**src/sv/mcba_ram.sv**
```systemverilog
// ----------------------------------------------------------------------------
// mcba_ram: generic simple dual-port RAM
// One write port and one read port with registered read data.
// ----------------------------------------------------------------------------
`default_nettype none
module mcba_ram #(
  parameter int WIDTH = 8,
  parameter int DEPTH = 16
) (
  input  wire logic                     clk,
  input  wire logic                     we,
  input  wire logic [$clog2(DEPTH)-1:0] waddr,
  input  wire logic [WIDTH-1:0]         wdata,
  input  wire logic [$clog2(DEPTH)-1:0] raddr,
  output logic      [WIDTH-1:0]         rdata
);

  logic [WIDTH-1:0] mem [DEPTH];

  // Write and registered read.
  always_ff @(posedge clk) begin
    if (we) begin
      mem[waddr] <= wdata;
    end
    rdata <= mem[raddr];
  end

endmodule
`default_nettype wire

```
**config.mk**
```make
export PLATFORM = sky130hd
export DESIGN_NAME = mcba_ram
export DESIGN_NICKNAME = d
export VERILOG_FILES = /design/src/sv/mcba_ram.sv
export SDC_FILE = /design/constraint.sdc
export NUM_CORES = 1
export LEC_CHECK = 0
export ABC_CLOCK_PERIOD_IN_PS = 3400
export BUFFER_PORTS_ARGS = -buffer_cell sky130_fd_sc_hd__buf_2
export CAP_MARGIN = 20
export CORE_MARGIN = 3
export CORE_UTILIZATION = 45
export DETAILED_ROUTE_END_ITERATION = 10
export SLEW_MARGIN = 20
export SYNTH_ARGS = -nofsm -noshare
export SYNTH_HDL_FRONTEND = slang
export SYNTH_SLANG_ARGS = --single-unit
```
**constraint.sdc**
```tcl
create_clock -name clk -period 3.4 [get_ports clk]
set_input_delay 1.02 -clock clk [delete_from_list [all_inputs] [get_ports clk]]
set_output_delay 1.02 -clock clk [all_outputs]
set_load 0.02 [all_outputs]
```
# == Word-level counts from Yosys, hierarchy flattened ==
# Memory sizes are Yosys's and may differ from the RTL's. A register that Yosys moved wholly into a read port is not among the register bits.
# Cells that the tools add are included.
# totals
reg_bits,0
mem_bits_rw,128
out_inout_bits,8
wordCells,3
memories,1
# mem_list
name,depth,word_bits,rd,rd_clocked_by_memory_dff,wr,line,source
mem,16,8,1,1,1,18,logic [WIDTH-1:0] mem [DEPTH];
# classes
mux,2
# op_table
op,n
$mux 1,2

# == Longest topological paths before layout ==
# logic_depth
ltp_word,2
ltp_mapped,5
depth_no_buf,3

# == Worst setup path after synthesis ==
# OpenSTA, ideal clock, no wires.
# synth_path
path_kind,input -> register
from,input port waddr[2]
to,memory mem[0][0] (enable)
arrival_time_ns,2.130
path_slack_ns,0.887
path_stages,2
cell_sequence,or3b_2 > nor3_1
# synth_rtl
item,line,source
start: declaration,12,"input wire logic [$clog2(DEPTH)-1:0] waddr,"
end: declaration,18,
# No word-level cell before the write port.

==> reports/metrics.yaml <==
outcome: "finished clean"
ioPinCount: 26
synth-seq-cells: 136
place.gp.congestion: 0.7182
dpl.hpwl_um: 6398
via_per_inst: 5.632
fmax_mhz: 425.2
yosysTopAreaCell: "edfxtp_1"
reg2reg_slack_ns: 2.02
cts_root_buffer: "clkbuf_16"
synth_top_area_frac: 0.7467
finalSetupTns_ns: 0
gr-usage-all-layers: 0.1781
arrival_ns: 2.63
power.static_leakage_nw: 2.067
die_w_um: 113.0
cp-end-kind: "flip-flop"
antenna_cells: 0
drive_gt1_frac: 0.3014
r2r_start: "mem[5][3]"
layout_common_cells: "edfxtp_1, buf_2, mux4_2"
timing.final.crit_share: 0.6918
report.final.slew_viol_count: 0
peakVddDrop_mv: 0.4587
crit_type: "input port to flip-flop"
grt_pass1_vias: 2576
clk_latency_ns: 0.40
rsz0062_at_grt: "no"
layout.area.seq_um2: 4004
fin_crit_ns: 2.352
hold_class: "flip-flop to flip-flop"
place.detailed.instances: 400
ys_seq_area_frac: 0.7778
fillerInstances: 842
h-tree-depth: 4
start_util: 0.4667
hold_buffers: 0
yosys.cell_types.count: 19
netlist_area_um2: 5147
tightest_slew_ns: 0.9152
cts.path.max_buffers: 2
multiInputGateArea_um2: 1057
remaining_drc_errors: 0
drt_iter0_markers: 167
maxCapViolations: 0
dr_total_vias: 2433
cts.sinks: 136
port_buffers: 25
required_ns: 3.68
num_rows: 38
cts_tree: "done"
yosys-top-cells-area: "edfxtp_1, mux4_2, mux4_1"
final_cells: 432
area_growth_pct: 18.64
cts_setup_buffers: 0
nNetsFinal: 297
synth_cells: 229
powerDensity_nw_per_um2: 646.6
finClkSkew_ns: 0.008849
cts_resized: 0
cp-startpoint: "raddr[0]"
finalHoldViolCount: 0
overflow: 0
syn_nets: 247
core-area_um2: 11030
yosysWarnings: 0
relSlewSlack: 0.3876
final_common_cell: "edfxtp_1"
grt_first_pass_wirelength_um: 16150
finalSetupViolCount: 0
routed_wl_um: 10660
die_area_um2: 12760
grt_max_degree: 33
r2r_end: "rdata[3]"
reg2reg_depth: 3
chipHeight_um: 113.0
clkTransAtPathRegs_ns: 0.06
cts_buffers: 17
crit_path_start_kind: "input port"
antenna_found_initial: 0
drt_first_pass_iters: 4
ant_nets: 0
avgSynthCellArea_um2: 22.48
critPathCapture: "rdata[3]"
routedWlPerCell_um: 24.67
critical_path_peak_fanout: 22
## logic make-up after synthesis
kind of cell / synth area share
compound gates: 0.02334
buf+inv: 0.01677
flops: 0.7778
mux: 0.1502
simple gates: 0.03184
## Yosys cell counts (all sizes together)
master         count
edfxtp           128
buf                7
nand2              9
dfxtp              8
nor2              13
and2b              1
a22oi             16
or3b               1
nor2b              1
mux4              32
nor3               4
nand2b             2
nand3              1
nand3b             2
clkdlybuf4s25      3
and2               1
## worst max-delay path, stage by stage
cell and delay (ns):
buf_2 0.33, buf_12 0.27, mux4_1 0.59, a22oi_1 0.29
nand2_1 0.11
## sequential cells by signal, summed over array words and instances (netlist names)
register  count
mem         128
rdata         8
## worst min-delay path by stage
stage | from | to | slack [ns] | cells past startpoint
after floorplan | mem[7][0] | rdata[0] | 0.63 | 3
after global placement | mem[4][1] | rdata[1] | 0.65 | 3
after detailed placement | mem[15][5] | rdata[5] | 0.67 | 3
after CTS | mem[13][5] | rdata[5] | 0.68 | 3
after global routing | mem[15][5] | rdata[5] | 0.70 | 3
final | mem[15][5] | rdata[5] | 0.67 | 3
## metrics by stage
step / hold WS (ns) / total power [mW] / util / setup slack, ns / cell area, µm²
5_1_grt: 0.6982 / 4.070 / 0.5537 / 0.9344 / 6107
3_5_place_dp: 0.6690 / 2.108 / 0.4981 / 0.5987 / 5494
4_1_cts: 0.6809 / 3.978 / 0.5537 / 1.018 / 6107
3_3_place_gp: 0.6500 / 2.102 / 0.4981 / 0.6081 / 5494
6_report: 0.6697 / 3.949 / 0.5537 / 1.048 / 6107
2_1_floorplan: 0.6293 / 2.026 / - / 0.8871 / 5147
## metal layers
metal  share of wire  GRT usage  vias up
met5               0          0        -
met4          0.0059    0.04487        0
met3           0.047    0.04439        2
met2            0.51     0.2875       68
met1            0.44     0.2468     1288
li1                -          -     1075
## cell type report
cell class / count / area share
Sequential cell: 136 / 0.6556
Multi-Input combinational cell: 83 / 0.1731
Clock buffer: 19 / 0.07089
Clock inverter: 13 / 0.02950
Timing Repair Buffer: 41 / 0.04220
Tap cell: 140 / 0.02868
## power breakdown
group | switching (mW) | total [mW] | internal (mW)
registers | 0.0110 | 1.89 | 1.87
logic | 0.112 | 0.185 | 0.0736
clock network | 0.656 | 1.88 | 1.22
(Power assumes the default switching activity.)
